### src/hdl/khcv_pkg.sv
package khcv_pkg;

  localparam logic [31:0] FNV_BASIS = 32'd2166136261;
  localparam logic [31:0] FNV_PRIME = 32'd16777619;
  localparam logic [31:0] KEY_RESET = 32'h6a09e667;

  localparam logic [7:0] CHANNEL_RESET = 8'd129;
  localparam logic [7:0] VERSION_RESET = 8'd1;
  localparam logic [7:0] COMMAND_RESET = 8'd1;

  localparam logic [3:0] MAC_FIRST_POS = 4'd8;
  localparam logic [3:0] LAST_POS      = 4'd11;
  localparam logic [3:0] COUNT_SAT     = 4'd13;

  localparam int unsigned KEY_BYTES = 4;

  typedef enum logic [1:0] {
    ST_OK  = 2'd0,
    ST_LEN = 2'd1,
    ST_HDR = 2'd2,
    ST_MAC = 2'd3
  } status_e;

  typedef enum logic [1:0] {
    REG_KEY     = 2'd0,
    REG_VERSION = 2'd1,
    REG_COMMAND = 2'd2
  } reg_idx_e;

  function automatic logic [31:0] fnv_mix(logic [31:0] h, logic [7:0] b);
    logic [31:0] x;
    x = h ^ {24'd0, b};
    return x * FNV_PRIME;
  endfunction

  function automatic logic [31:0] keyed_seed(logic [31:0] key);
    logic [31:0] h;
    h = FNV_BASIS;
    for (int i = 0; i < KEY_BYTES; i++) begin
      h = fnv_mix(h, key[8*i +: 8]);
    end
    return h;
  endfunction

  localparam logic [31:0] SEED_RESET = keyed_seed(KEY_RESET);

  typedef struct packed {
    logic        busy;
    logic [31:0] seed;
    logic [7:0]  expected_version;
    logic [7:0]  hop_command;
  } cfg_state_t;

  typedef struct packed {
    status_e     pre_status;
    logic [31:0] mac;
    logic [31:0] hash;
    logic [7:0]  channel;
  } entry_t;

endpackage

### src/hdl/khcv_if.sv
interface khcv_in_if;
  logic       valid;
  logic       ready;
  logic [7:0] frame_byte;
  logic       last_byte;

  modport source(output valid, frame_byte, last_byte, input ready);
  modport sink(input valid, frame_byte, last_byte, output ready);
endinterface

interface khcv_out_if;
  logic       valid;
  logic       ready;
  logic [1:0] status;
  logic [7:0] channel;
  logic       channel_changed;

  modport source(output valid, status, channel, channel_changed, input ready);
  modport sink(input valid, status, channel, channel_changed, output ready);
endinterface

interface khcv_cfg_if;
  logic        valid;
  logic        ready;
  logic [1:0]  index;
  logic [31:0] data;

  modport source(output valid, index, data, input ready);
  modport sink(input valid, index, data, output ready);
endinterface

### src/hdl/khcv_fifo.sv
module khcv_fifo #(
  parameter int Depth = 2
) (
  input  logic              clk_i,
  input  logic              rst_ni,
  input  logic              push_i,
  input  khcv_pkg::entry_t  wdata_i,
  output logic              full_o,
  input  logic              pop_i,
  output khcv_pkg::entry_t  rdata_o,
  output logic              valid_o
);
  import khcv_pkg::*;

  localparam int PtrW = (Depth > 1) ? $clog2(Depth) : 1;
  localparam int CntW = $clog2(Depth + 1);

  entry_t            mem_q [Depth];
  logic [PtrW-1:0]   wr_ptr_q;
  logic [PtrW-1:0]   rd_ptr_q;
  logic [CntW-1:0]   count_q;

  function automatic logic [PtrW-1:0] next_ptr(logic [PtrW-1:0] p);
    return (p == PtrW'(Depth - 1)) ? '0 : p + PtrW'(1);
  endfunction

  assign full_o  = (count_q == CntW'(Depth));
  assign valid_o = (count_q != '0);
  assign rdata_o = mem_q[rd_ptr_q];

  always_ff @(posedge clk_i or negedge rst_ni) begin
    if (!rst_ni) begin
      wr_ptr_q <= '0;
      rd_ptr_q <= '0;
      count_q  <= '0;
    end else begin
      if (push_i) begin
        wr_ptr_q <= next_ptr(wr_ptr_q);
      end
      if (pop_i) begin
        rd_ptr_q <= next_ptr(rd_ptr_q);
      end
      case ({push_i, pop_i})
        2'b10:   count_q <= count_q + CntW'(1);
        2'b01:   count_q <= count_q - CntW'(1);
        default: count_q <= count_q;
      endcase
    end
  end

  always_ff @(posedge clk_i) begin
    if (push_i) begin
      mem_q[wr_ptr_q] <= wdata_i;
    end
  end

  a_no_push_when_full : assert property (@(posedge clk_i) disable iff (!rst_ni)
    push_i |-> !full_o)
    else $error("Queue written while full.");

  a_no_pop_when_empty : assert property (@(posedge clk_i) disable iff (!rst_ni)
    pop_i |-> valid_o)
    else $error("Queue read while empty.");

endmodule

### src/hdl/khcv_cfg.sv
module khcv_cfg (
  input  logic                  clk_i,
  input  logic                  rst_ni,
  khcv_cfg_if.sink              cfg_i,
  output khcv_pkg::cfg_state_t  state_o
);
  import khcv_pkg::*;

  logic        cfg_xfer;
  logic [31:0] key_shift_q;
  logic [31:0] seed_q;
  logic [7:0]  version_q;
  logic [7:0]  command_q;
  logic        busy_q;
  logic [1:0]  step_q;

  assign cfg_i.ready = !busy_q;
  assign cfg_xfer    = cfg_i.valid && cfg_i.ready;

  assign state_o.busy             = busy_q;
  assign state_o.seed             = seed_q;
  assign state_o.expected_version = version_q;
  assign state_o.hop_command      = command_q;

  // A key write restarts the seed computation, one key byte per cycle.
  always_ff @(posedge clk_i or negedge rst_ni) begin
    if (!rst_ni) begin
      key_shift_q <= KEY_RESET;
      seed_q      <= SEED_RESET;
      version_q   <= VERSION_RESET;
      command_q   <= COMMAND_RESET;
      busy_q      <= 1'b0;
      step_q      <= '0;
    end else if (cfg_xfer) begin
      case (reg_idx_e'(cfg_i.index))
        REG_KEY: begin
          key_shift_q <= cfg_i.data;
          seed_q      <= FNV_BASIS;
          busy_q      <= 1'b1;
          step_q      <= '0;
        end
        REG_VERSION: version_q <= cfg_i.data[7:0];
        REG_COMMAND: command_q <= cfg_i.data[7:0];
        default: ;
      endcase
    end else if (busy_q) begin
      seed_q      <= fnv_mix(seed_q, key_shift_q[7:0]);
      key_shift_q <= key_shift_q >> 8;
      step_q      <= step_q + 2'd1;
      if (step_q == 2'(KEY_BYTES - 1)) begin
        busy_q <= 1'b0;
      end
    end
  end

  a_key_starts_seed : assert property (@(posedge clk_i) disable iff (!rst_ni)
    cfg_xfer && (cfg_i.index == REG_KEY) |=> busy_q && (seed_q == FNV_BASIS))
    else $error("Key write did not restart the seed computation.");

endmodule

### src/hdl/khcv_front.sv
module khcv_front (
  input  logic                  clk_i,
  input  logic                  rst_ni,
  khcv_in_if.sink               in_i,
  input  khcv_pkg::cfg_state_t  cfg_i,
  input  logic                  full_i,
  output logic                  push_o,
  output khcv_pkg::entry_t      entry_o
);
  import khcv_pkg::*;

  logic [3:0]  count_q;
  logic [31:0] hash_q;
  logic [7:0]  version_q;
  logic [7:0]  command_q;
  logic [7:0]  channel_q;
  logic [31:0] mac_q;

  logic        in_xfer;
  logic        in_mac;
  logic [31:0] base;
  logic [7:0]  mix_byte;
  logic [31:0] hash_d;
  logic [3:0]  count_d;

  assign in_i.ready = !cfg_i.busy && !full_i;
  assign in_xfer    = in_i.valid && in_i.ready;

  assign in_mac   = (count_q >= MAC_FIRST_POS) && (count_q <= LAST_POS);
  assign base     = (count_q == '0) ? cfg_i.seed : hash_q;
  assign mix_byte = in_mac ? 8'd0 : in_i.frame_byte;
  assign hash_d   = fnv_mix(base, mix_byte);

  always_comb begin
    if (in_i.last_byte) begin
      count_d = '0;
    end else if (count_q < COUNT_SAT) begin
      count_d = count_q + 4'd1;
    end else begin
      count_d = count_q;
    end
  end

  always_ff @(posedge clk_i or negedge rst_ni) begin
    if (!rst_ni) begin
      count_q <= '0;
    end else if (in_xfer) begin
      count_q <= count_d;
    end
  end

  always_ff @(posedge clk_i) begin
    if (in_xfer) begin
      hash_q <= hash_d;
      if (count_q == 4'd0) begin
        version_q <= in_i.frame_byte;
      end
      if (count_q == 4'd1) begin
        command_q <= in_i.frame_byte;
      end
      if (count_q == 4'd2) begin
        channel_q <= in_i.frame_byte;
      end
      if (in_mac) begin
        mac_q[{count_q[1:0], 3'b000} +: 8] <= in_i.frame_byte;
      end
    end
  end

  assign push_o = in_xfer && in_i.last_byte;

  always_comb begin
    if (count_q != LAST_POS) begin
      entry_o.pre_status = ST_LEN;
    end else if ((version_q != cfg_i.expected_version) ||
                 (command_q != cfg_i.hop_command)) begin
      entry_o.pre_status = ST_HDR;
    end else begin
      entry_o.pre_status = ST_OK;
    end
    entry_o.mac     = {in_i.frame_byte, mac_q[23:0]};
    entry_o.hash    = hash_d;
    entry_o.channel = channel_q;
  end

endmodule

### src/hdl/khcv_back.sv
module khcv_back (
  input  logic              clk_i,
  input  logic              rst_ni,
  input  khcv_pkg::entry_t  entry_i,
  input  logic              valid_i,
  output logic              pop_o,
  khcv_out_if.source        out_o
);
  import khcv_pkg::*;

  logic       out_valid_q;
  status_e    status_q;
  logic [7:0] channel_q;
  logic       changed_q;
  logic [7:0] active_q;

  logic       mac_ok;
  logic       frame_ok;
  status_e    status_d;

  assign pop_o = valid_i && (!out_valid_q || out_o.ready);

  assign mac_ok   = (entry_i.mac == entry_i.hash);
  assign frame_ok = (entry_i.pre_status == ST_OK) && mac_ok;

  always_comb begin
    if (entry_i.pre_status != ST_OK) begin
      status_d = entry_i.pre_status;
    end else if (mac_ok) begin
      status_d = ST_OK;
    end else begin
      status_d = ST_MAC;
    end
  end

  always_ff @(posedge clk_i or negedge rst_ni) begin
    if (!rst_ni) begin
      out_valid_q <= 1'b0;
      active_q    <= CHANNEL_RESET;
    end else if (pop_o) begin
      out_valid_q <= 1'b1;
      if (frame_ok) begin
        active_q <= entry_i.channel;
      end
    end else if (out_o.ready) begin
      out_valid_q <= 1'b0;
    end
  end

  always_ff @(posedge clk_i) begin
    if (pop_o) begin
      status_q  <= status_d;
      channel_q <= frame_ok ? entry_i.channel : active_q;
      changed_q <= frame_ok && (entry_i.channel != active_q);
    end
  end

  assign out_o.valid           = out_valid_q;
  assign out_o.status          = status_q;
  assign out_o.channel         = channel_q;
  assign out_o.channel_changed = changed_q;

  a_reject_keeps_channel : assert property (@(posedge clk_i) disable iff (!rst_ni)
    out_o.valid && (out_o.status != ST_OK) |-> !out_o.channel_changed)
    else $error("Rejected frame reported a channel change.");

  a_shown_channel_is_active : assert property (@(posedge clk_i) disable iff (!rst_ni)
    out_o.valid |-> (out_o.channel == active_q))
    else $error("Reported channel differs from the active channel.");

endmodule

### src/hdl/keyed_hop_command_verifier.sv
// Channel  Direction  Payload
// in_i     sink       frame_byte[7:0], last_byte
// out_o    source     status[1:0], channel[7:0], channel_changed
// cfg_i    sink       index[1:0], data[31:0]
//
// One byte is taken per cycle unless stalled; a result is queued, then registered at out_o.
// A key write occupies the seed unit; input and configuration stall until the seed is ready.
// Reset is asynchronous and active low; the seed of the reset key is ready at once.
// Apart from a key write, the front stalls only when the result queue is full.
// The output register frees on each transfer.
module keyed_hop_command_verifier #(
  parameter int QueueDepth = 2
) (
  input  logic        clk_i,
  input  logic        rst_ni,
  khcv_in_if.sink     in_i,
  khcv_out_if.source  out_o,
  khcv_cfg_if.sink    cfg_i
);
  import khcv_pkg::*;

  cfg_state_t cfg_state;
  entry_t     push_entry;
  entry_t     head_entry;
  logic       push;
  logic       pop;
  logic       full;
  logic       head_valid;

  khcv_cfg u_cfg (
    .clk_i   (clk_i),
    .rst_ni  (rst_ni),
    .cfg_i   (cfg_i),
    .state_o (cfg_state)
  );

  khcv_front u_front (
    .clk_i   (clk_i),
    .rst_ni  (rst_ni),
    .in_i    (in_i),
    .cfg_i   (cfg_state),
    .full_i  (full),
    .push_o  (push),
    .entry_o (push_entry)
  );

  khcv_fifo #(
    .Depth (QueueDepth)
  ) u_fifo (
    .clk_i   (clk_i),
    .rst_ni  (rst_ni),
    .push_i  (push),
    .wdata_i (push_entry),
    .full_o  (full),
    .pop_i   (pop),
    .rdata_o (head_entry),
    .valid_o (head_valid)
  );

  khcv_back u_back (
    .clk_i   (clk_i),
    .rst_ni  (rst_ni),
    .entry_i (head_entry),
    .valid_i (head_valid),
    .pop_o   (pop),
    .out_o   (out_o)
  );

endmodule
### src/flat_wrapper.sv
// flat-port wrapper written by rule: the top's interface ports become plain ports
module keyed_hop_command_verifier_flat import khcv_pkg::*;
#(
  parameter int QueueDepth = 2
)
  (clk_i, rst_ni, in_i_valid, in_i_frame_byte, in_i_last_byte, in_i_ready, out_o_valid, out_o_status, out_o_channel, out_o_channel_changed, out_o_ready, cfg_i_valid, cfg_i_index, cfg_i_data, cfg_i_ready);
  khcv_in_if in_i_i ();
  khcv_out_if out_o_i ();
  khcv_cfg_if cfg_i_i ();
  input  logic clk_i;
  input  logic rst_ni;
  input wire logic [$bits(in_i_i.valid)-1:0] in_i_valid;
  input wire logic [$bits(in_i_i.frame_byte)-1:0] in_i_frame_byte;
  input wire logic [$bits(in_i_i.last_byte)-1:0] in_i_last_byte;
  output wire logic [$bits(in_i_i.ready)-1:0] in_i_ready;
  output wire logic [$bits(out_o_i.valid)-1:0] out_o_valid;
  output wire logic [$bits(out_o_i.status)-1:0] out_o_status;
  output wire logic [$bits(out_o_i.channel)-1:0] out_o_channel;
  output wire logic [$bits(out_o_i.channel_changed)-1:0] out_o_channel_changed;
  input wire logic [$bits(out_o_i.ready)-1:0] out_o_ready;
  input wire logic [$bits(cfg_i_i.valid)-1:0] cfg_i_valid;
  input wire logic [$bits(cfg_i_i.index)-1:0] cfg_i_index;
  input wire logic [$bits(cfg_i_i.data)-1:0] cfg_i_data;
  output wire logic [$bits(cfg_i_i.ready)-1:0] cfg_i_ready;
  assign in_i_i.valid = in_i_valid;
  assign in_i_i.frame_byte = in_i_frame_byte;
  assign in_i_i.last_byte = in_i_last_byte;
  assign in_i_ready = in_i_i.ready;
  assign out_o_valid = out_o_i.valid;
  assign out_o_status = out_o_i.status;
  assign out_o_channel = out_o_i.channel;
  assign out_o_channel_changed = out_o_i.channel_changed;
  assign out_o_i.ready = out_o_ready;
  assign cfg_i_i.valid = cfg_i_valid;
  assign cfg_i_i.index = cfg_i_index;
  assign cfg_i_i.data = cfg_i_data;
  assign cfg_i_ready = cfg_i_i.ready;
  keyed_hop_command_verifier #(.QueueDepth(QueueDepth)) u_core (.clk_i(clk_i), .rst_ni(rst_ni), .in_i(in_i_i), .out_o(out_o_i), .cfg_i(cfg_i_i));
endmodule
### config.mk
export PLATFORM = sky130hd
export DESIGN_NAME = keyed_hop_command_verifier_flat
export DESIGN_NICKNAME = d
export VERILOG_FILES = /design/src/hdl/khcv_pkg.sv /design/src/hdl/khcv_if.sv /design/src/hdl/khcv_fifo.sv /design/src/hdl/khcv_cfg.sv /design/src/hdl/khcv_front.sv /design/src/hdl/khcv_back.sv /design/src/hdl/keyed_hop_command_verifier.sv /design/src/flat_wrapper.sv
export SDC_FILE = /design/constraint.sdc
export NUM_CORES = 1
export LEC_CHECK = 0
export ABC_AREA = 1
export BUFFER_PORTS_ARGS = -buffer_cell sky130_fd_sc_hd__buf_2
export CAP_MARGIN = 20
export CORE_ASPECT_RATIO = 1.1
export CORE_MARGIN = 10
export CORE_UTILIZATION = 55
export DETAILED_ROUTE_END_ITERATION = 16
export PLACE_DENSITY = 0.68
export SLEW_MARGIN = 0
export SYNTH_ARGS = -nofsm -noshare
export SYNTH_HDL_FRONTEND = slang
export SYNTH_SLANG_ARGS = --single-unit
### constraint.sdc
create_clock -name clk_i -period 8.2 [get_ports clk_i]
set_clock_uncertainty 0.2 [all_clocks]
set_input_delay 0.41 -clock clk_i [delete_from_list [all_inputs] [get_ports clk_i]]
set_output_delay 0.41 -clock clk_i [all_outputs]
set_load 0.02 [all_outputs]
==> results.md, run 1 <==
* Clock root buffer master: clkbuf_16
* Rows at 83
* FF/Latch Area at 9720 um2
* FF-to-FF Start: u_core.u_front.count_q[0]
* Share of layout cells above drive strength 1 at 7.96%
* Pre-CTS WS at 0.304 ns
* Flip-flop and latch count after synthesis at 339
* Hold depth at 1
* Total number of vias at 18,658
* Via density at 5.33
* RSZ-0062 raised after global routing: false
* Crit Path Category: reg -> reg
* Fin. max-slew vios at 0
* Period minus WS final at 7.74 ns
* Most frequent cells after synthesis: inv_1 (642), nand2_1 (515), ha_1 (376)
* Critical path capture point type: flop
* FFs w/ async S/R, synth at 29.5%
* Core area at 46,700 um2
* Post-layout util at 61.2%
* FMAX at 0.129 GHz
* Post-synth EDFFs at 239
* Ys flop type: edfxtp_1
* Total wire length at 66,700 um
* Die footprint at 56,500 um2
* Global-route usage over all layers at 24.2%
* Ys Warns at 0
* Slew HR at 29.7%
* I/O pin count at 62
* H-Tree Level Count at 2
* Crit share post-route at 94.4%
* Min-Delay Path Class: in -> reg
* Total CTS buffers at 37
* Clock transition at path regs at 0.06 ns
* Share of the synthesized area in the top cell type at 27.5%
* CP Data Arrival Time at 7.79 ns
* Hold wc startpoint: in_i_frame_byte[0]
* Initial antenna violation count at 4
* Final Hold Fails at 0
* Global placer's final weighted congestion at 0.961
* Clock buffer depth at 3
* 1st-pass router iterations at 6
* Vias in the first global route at 19,144
* PnR worst setup slack at 0.458 ns
* Synth top area cells: edfxtp_1 (28%), ha_1 (18%), fa_1 (11%), inv_1 (9.2%), nand2_1 (7.4%)
* Per-cell routed wire length at 19.1 um
* CTS tree: yes
* Multi-input logic area at 13,700 um2
* TNS Setup at 0 ns
* R2R setup slack at 0.46 ns
* Syn-to-layout area delta at 9.80%
* Worst-margin pin slew at 1.05 ns
* Reg2Reg Depth at 21
* TritonCTS Sinks at 339
* Mapped Area at 26,100 um2
* Worst setup SP type: flop
* Post-CTS Setup Inserts at 0
* Outcome: completed
* Initial Utilization at 55.8%
* Hpwl dp at 52,700 um
* Crit-path max FO at 51
* Post-Syn Instances at 2,756
* CP required at 8.25 ns
* Count of final setup violators at 0
* Reg-to-reg endpoint: u_core.u_fifo.mem_q[1][37]
* Clock Latency Late Sink at 0.55 ns
* Largest area contributor in the synthesized netlist: edfxtp_1
* Width of the die at 228 um
* ANT nets after route at 0
* First-pass GRT wire length at 105,000 um
* Most common cell in the synthesized netlist: inv_1
* Fillers at 3,966
* Most repeated library cell on the critical path: ha_1
* Max Cap Viol at 0
* Count of input and output buffers at 61
* Yosys cell types at 57
* Drt drc at 0
* Post-layout net count at 3,448
* CP Cell Sequence: inv_1, ha_1, nand2_4, o21ai_0, ha_1, ha_1, inv_1, fa_1, inv_1, ha_1, ha_1, fa_1, fa_1, ha_1, nand2_1, nor2_1, nand2_1, nor4_1, nand2_1, nand3_1, xor2_1
* Worst path max stage delay at 0.89 ns
* Detailed Route Iter0 Violations at 1,059
* Mean area per synthesized cell at 9.45 um2
* Total gr overflow at 0
* Crit-path slowest cell: o21ai_0
* Register area share after synthesis at 37.3%
* Hold EP: u_core.u_front.channel_q[0]
* Synth Net Count at 3,328
* Die Y at 248 um
* Largest net degree at the start of global routing at 69
[how the worst max path moves through the flow]
stage	startpoint	end	slack, ns	cells after the start
3_3_place_gp	u_core.u_front.count_q[0]	u_core.u_fifo.mem_q[0][37]	0.36	23
6_report	u_core.u_front.count_q[0]	u_core.u_fifo.mem_q[1][37]	0.46	21
5_1_grt	u_core.u_front.count_q[0]	u_core.u_fifo.mem_q[0][37]	0.13	21
2_1_floorplan	u_core.u_front.count_q[0]	u_core.u_fifo.mem_q[0][39]	2.09	26
3_5_place_dp	u_core.u_front.count_q[0]	u_core.u_fifo.mem_q[0][37]	0.30	23
4_1_cts	u_core.u_front.count_q[0]	u_core.u_fifo.mem_q[1][37]	0.27	23
[kinds of logic after synthesis]
logic type	synth area share, %
adders and majority gates	29.4
AOI/OAI and AO/OA	5.82
xor gates and xnor gates	3.21
and+or+nand+nor	13.5
DFF	37.3
buffers and inverters	10.1
muxes	0.687
[registers in the layout, indices dropped and copies added (netlist names), 4 cells and up]
register	count
u_core.u_cfg.key_shift_q	32
u_core.u_cfg.command_q	8
u_core.u_back.active_q	8
u_core.u_back.out_o.channel	8
u_core.u_front.count_q	4
u_core.u_front.command_q	8
u_core.u_front.channel_q	8
u_core.u_front.mac_q	24
u_core.u_fifo.mem_q	148
u_core.u_cfg.version_q	8
u_core.u_cfg.seed_q	32
u_core.u_front.version_q	8
u_core.u_front.hash_q	32
[critical path, delay by kind of cell (launching register included)]
kind                     cells  cell delay, ns
flip-flops                   1            0.44
AND/OR/NAND/NOR              7            1.60
XOR/XNOR                     1            0.57
buffers and inverters        3            0.29
adder cells (fa/ha/maj)      9            3.44
AO/OA/AOI/OAI                1            0.89
[final cells by class]
class                      count  area share (%)
antenna                        1         0.00875
clock buffer                  48            3.60
clock inverter                18           0.643
inverter                     650            8.53
multi-input combinational   1740            48.0
sequential                   339            34.0
tap                          595            2.60
timing repair buffer         108            2.63
[stage by stage]
stage	cells	cell area [um2]	hold slack, ns
6_report	3499	28600	0.0486
3_5_place_dp	3395	27000	0.200
5_1_grt	3498	28600	0.0317
2_1_floorplan	2756	26100	-0.0856
4_1_cts	3495	28600	0.0317
3_3_place_gp	3395	27000	0.192
[metal layers]
layer,GRT usage (%),part of all wire [%],routed length [um]
met1,30.8,43,28600
met2,41.5,49,32500
met3,2.81,4.8,3180
met4,9.37,3.7,2460
met5,0,0,0
[timing repair]
item,CTS,global route
hold endpoints to repair,81,0
hold buffers,34,0
resized for setup,0,1
endpoints found under the setup margin,0,3
[placed cells by master (no fill, tap or decap), types with 6 or more instances in the layout]
cell type and n:
buf_4 11, nand4_1 15, a21oi_1 76, fa_1 148, o21a_1 9, dlygate4sd3_1 34
inv_1 642, clkbuf_8 6, edfxtp_1 239, clkbuf_16 37, a31oi_1 29, nand3_1 87
nand2_1 515, o21bai_1 8, nand2_2 7, o21ai_2 7, ha_1 376, mux2_2 11
clkinv_2 6, dfstp_2 34, xnor2_1 35, o22ai_1 18, dfrtp_1 66, nor2_1 160
nor3_1 16, and2_1 10, o21ai_0 84, buf_2 60, or2_2 15, xor2_1 53
a22o_1 10
Power of run 1 is left out: the tool's default activity adds up to more than one toggle a clock period on the data nets, which glitch-free logic cannot reach.
==> run 2, diff against run 1 <==
--- a/config.mk
+++ b/config.mk
@@ -11,6 +11,7 @@
 export CORE_ASPECT_RATIO = 1.1
 export CORE_MARGIN = 10
 export CORE_UTILIZATION = 55
+export CTS_BUF_LIST = sky130_fd_sc_hd__clkbuf_16
 export DETAILED_ROUTE_END_ITERATION = 16
 export PLACE_DENSITY = 0.68
 export SLEW_MARGIN = 0
==> run 2 against run 1 <==
Flip-flop and latch count is the same. Critical path depth is the same. Die area is the same. Final cell count is the same. Cell area shrank 0.21%. First-iteration DRC count grew 6.2%. Non-clock buffer count is the same. Highest routed layer unchanged.
==> results.md, run 2 (synthesized netlist as in run 1, its figures left out) <==
* Global placer's final weighted congestion at 0.961
* RSZ-0062 raised after global routing: false
* Most repeated library cell on the critical path: ha_1
* CP required at 8.25 ns
* Crit share post-route at 94.1%
* Count of input and output buffers at 61
* Period minus WS final at 7.72 ns
* Largest net degree at the start of global routing at 69
* Total wire length at 66,500 um
* Vias in the first global route at 19,146
* Most common cell after layout, fill and taps aside: inv_1
* Global-route usage over all layers at 24.1%
* Post-layout net count at 3,448
* Clock root buffer master: clkbuf_16
* First-pass GRT wire length at 105,000 um
* Clock Latency Late Sink at 0.55 ns
* Total gr overflow at 0
* ANT nets after route at 0
* Slew HR at 29.1%
* Crit-path slowest cell: o21ai_0
* Share of layout cells above drive strength 1 at 7.82%
* Total CTS buffers at 37
* CP Cell Sequence: inv_1, ha_1, nand2_4, o21ai_0, ha_1, ha_1, inv_1, fa_1, inv_1, ha_1, ha_1, fa_1, fa_1, ha_1, nand2_1, nor2_1, nand2_1, nor4_1, nand2_1, nand3_1, xor2_1
* Final Hold Fails at 0
* Reg-to-reg endpoint: u_core.u_fifo.mem_q[1][37]
* 1st-pass router iterations at 5
* Max Cap Viol at 0
* Die footprint at 56,500 um2
* TritonCTS Sinks at 339
* Detailed Route Iter0 Violations at 1,125
* TNS Setup at 0 ns
* FF-to-FF Start: u_core.u_front.count_q[0]
* Crit Path Category: reg -> reg
* Final instance area at 28,500 um2
* Worst setup SP type: flop
* Count of final setup violators at 0
* Clock transition at path regs at 0.06 ns
* Hold wc startpoint: in_i_frame_byte[0]
* Syn-to-layout area delta at 9.57%
* Placed instance area at 27,000 um2
* Via density at 5.31
* Critical path capture point type: flop
* FMAX at 0.130 GHz
* Fin. max-slew vios at 0
* Min-Delay Path Class: in -> reg
* Pre-CTS WS at 0.304 ns
* Drt drc at 0
* Top delay family on crit path: adder cells
* Crit-path max FO at 51
* Per-cell routed wire length at 19.0 um
* Worst-margin pin slew at 1.06 ns
* Total number of vias at 18,580
* Clock buffer depth at 3
* Die Y at 248 um
* Post-layout util at 61.1%
* Initial Utilization at 55.8%
* Biggest register: u_core.u_fifo.mem_q
* Hold depth at 1
* Max FFs per register at 148
* Commonest cells after routing, fill and taps aside: inv_1 (647), nand2_1 (515), ha_1 (376)
* Outcome: completed
* CP Data Arrival Time at 7.77 ns
* Reg2Reg Depth at 21
* Core area at 46,700 um2
* Width of the die at 228 um
* Rows at 83
* PnR worst setup slack at 0.483 ns
* I/O pin count at 62
* Post-CTS Setup Inserts at 0
* H-Tree Level Count at 2
* Initial antenna violation count at 4
* Worst path bufs/invs at 3
* Hpwl dp at 52,700 um
* Worst path max stage delay at 0.87 ns
* Hold EP: u_core.u_fifo.mem_q[0][64]
* R2R setup slack at 0.48 ns
* CTS tree: yes
-- run 2: per-layer routing --
metal	track usage [%]	vias up	part of all wire, %
li1	-	9018	-
met1	30.8	8954	43
met4	9.35	0	3.6
met5	0	-	0
met2	41.4	473	49
met3	2.82	135	4.8
-- run 2: what timing repair did --
action,CTS,global route
endpoints found under the setup margin,0,3
hold endpoints to repair,81,0
hold buffers,34,0
gates resized for setup,0,1
-- run 2: area by class of cell --
cell class | instances | area (um2)
Inverter | 650 | 2440
Multi-Input combinational cell | 1740 | 13700
Clock inverter | 29 | 225
Timing Repair Buffer | 108 | 753
Sequential cell | 339 | 9720
Tap cell | 595 | 744
Antenna cell | 1 | 2.50
Fill cell | 3977 | 18200
Clock buffer | 37 | 926
-- run 2: through the flow --
stage          cells  hold WS (ns)
3_5_place_dp    3395         0.200
2_1_floorplan   2756       -0.0856
4_1_cts         3495        0.0331
3_3_place_gp    3395         0.192
5_1_grt         3498        0.0350
6_report        3499        0.0447
-- run 2: how the worst max path moves through the flow --
stage	slack (ns)	cells past startpoint	to	start
after floorplan	2.09	26	u_core.u_fifo.mem_q[0][39]	u_core.u_front.count_q[0]
after global placement	0.36	23	u_core.u_fifo.mem_q[0][37]	u_core.u_front.count_q[0]
after detailed placement	0.30	23	u_core.u_fifo.mem_q[0][37]	u_core.u_front.count_q[0]
after CTS	0.27	23	u_core.u_fifo.mem_q[1][37]	u_core.u_front.count_q[0]
after global routing	0.13	21	u_core.u_fifo.mem_q[0][37]	u_core.u_front.count_q[0]
final	0.48	21	u_core.u_fifo.mem_q[1][37]	u_core.u_front.count_q[0]
Power of run 2 is left out for the same reason.
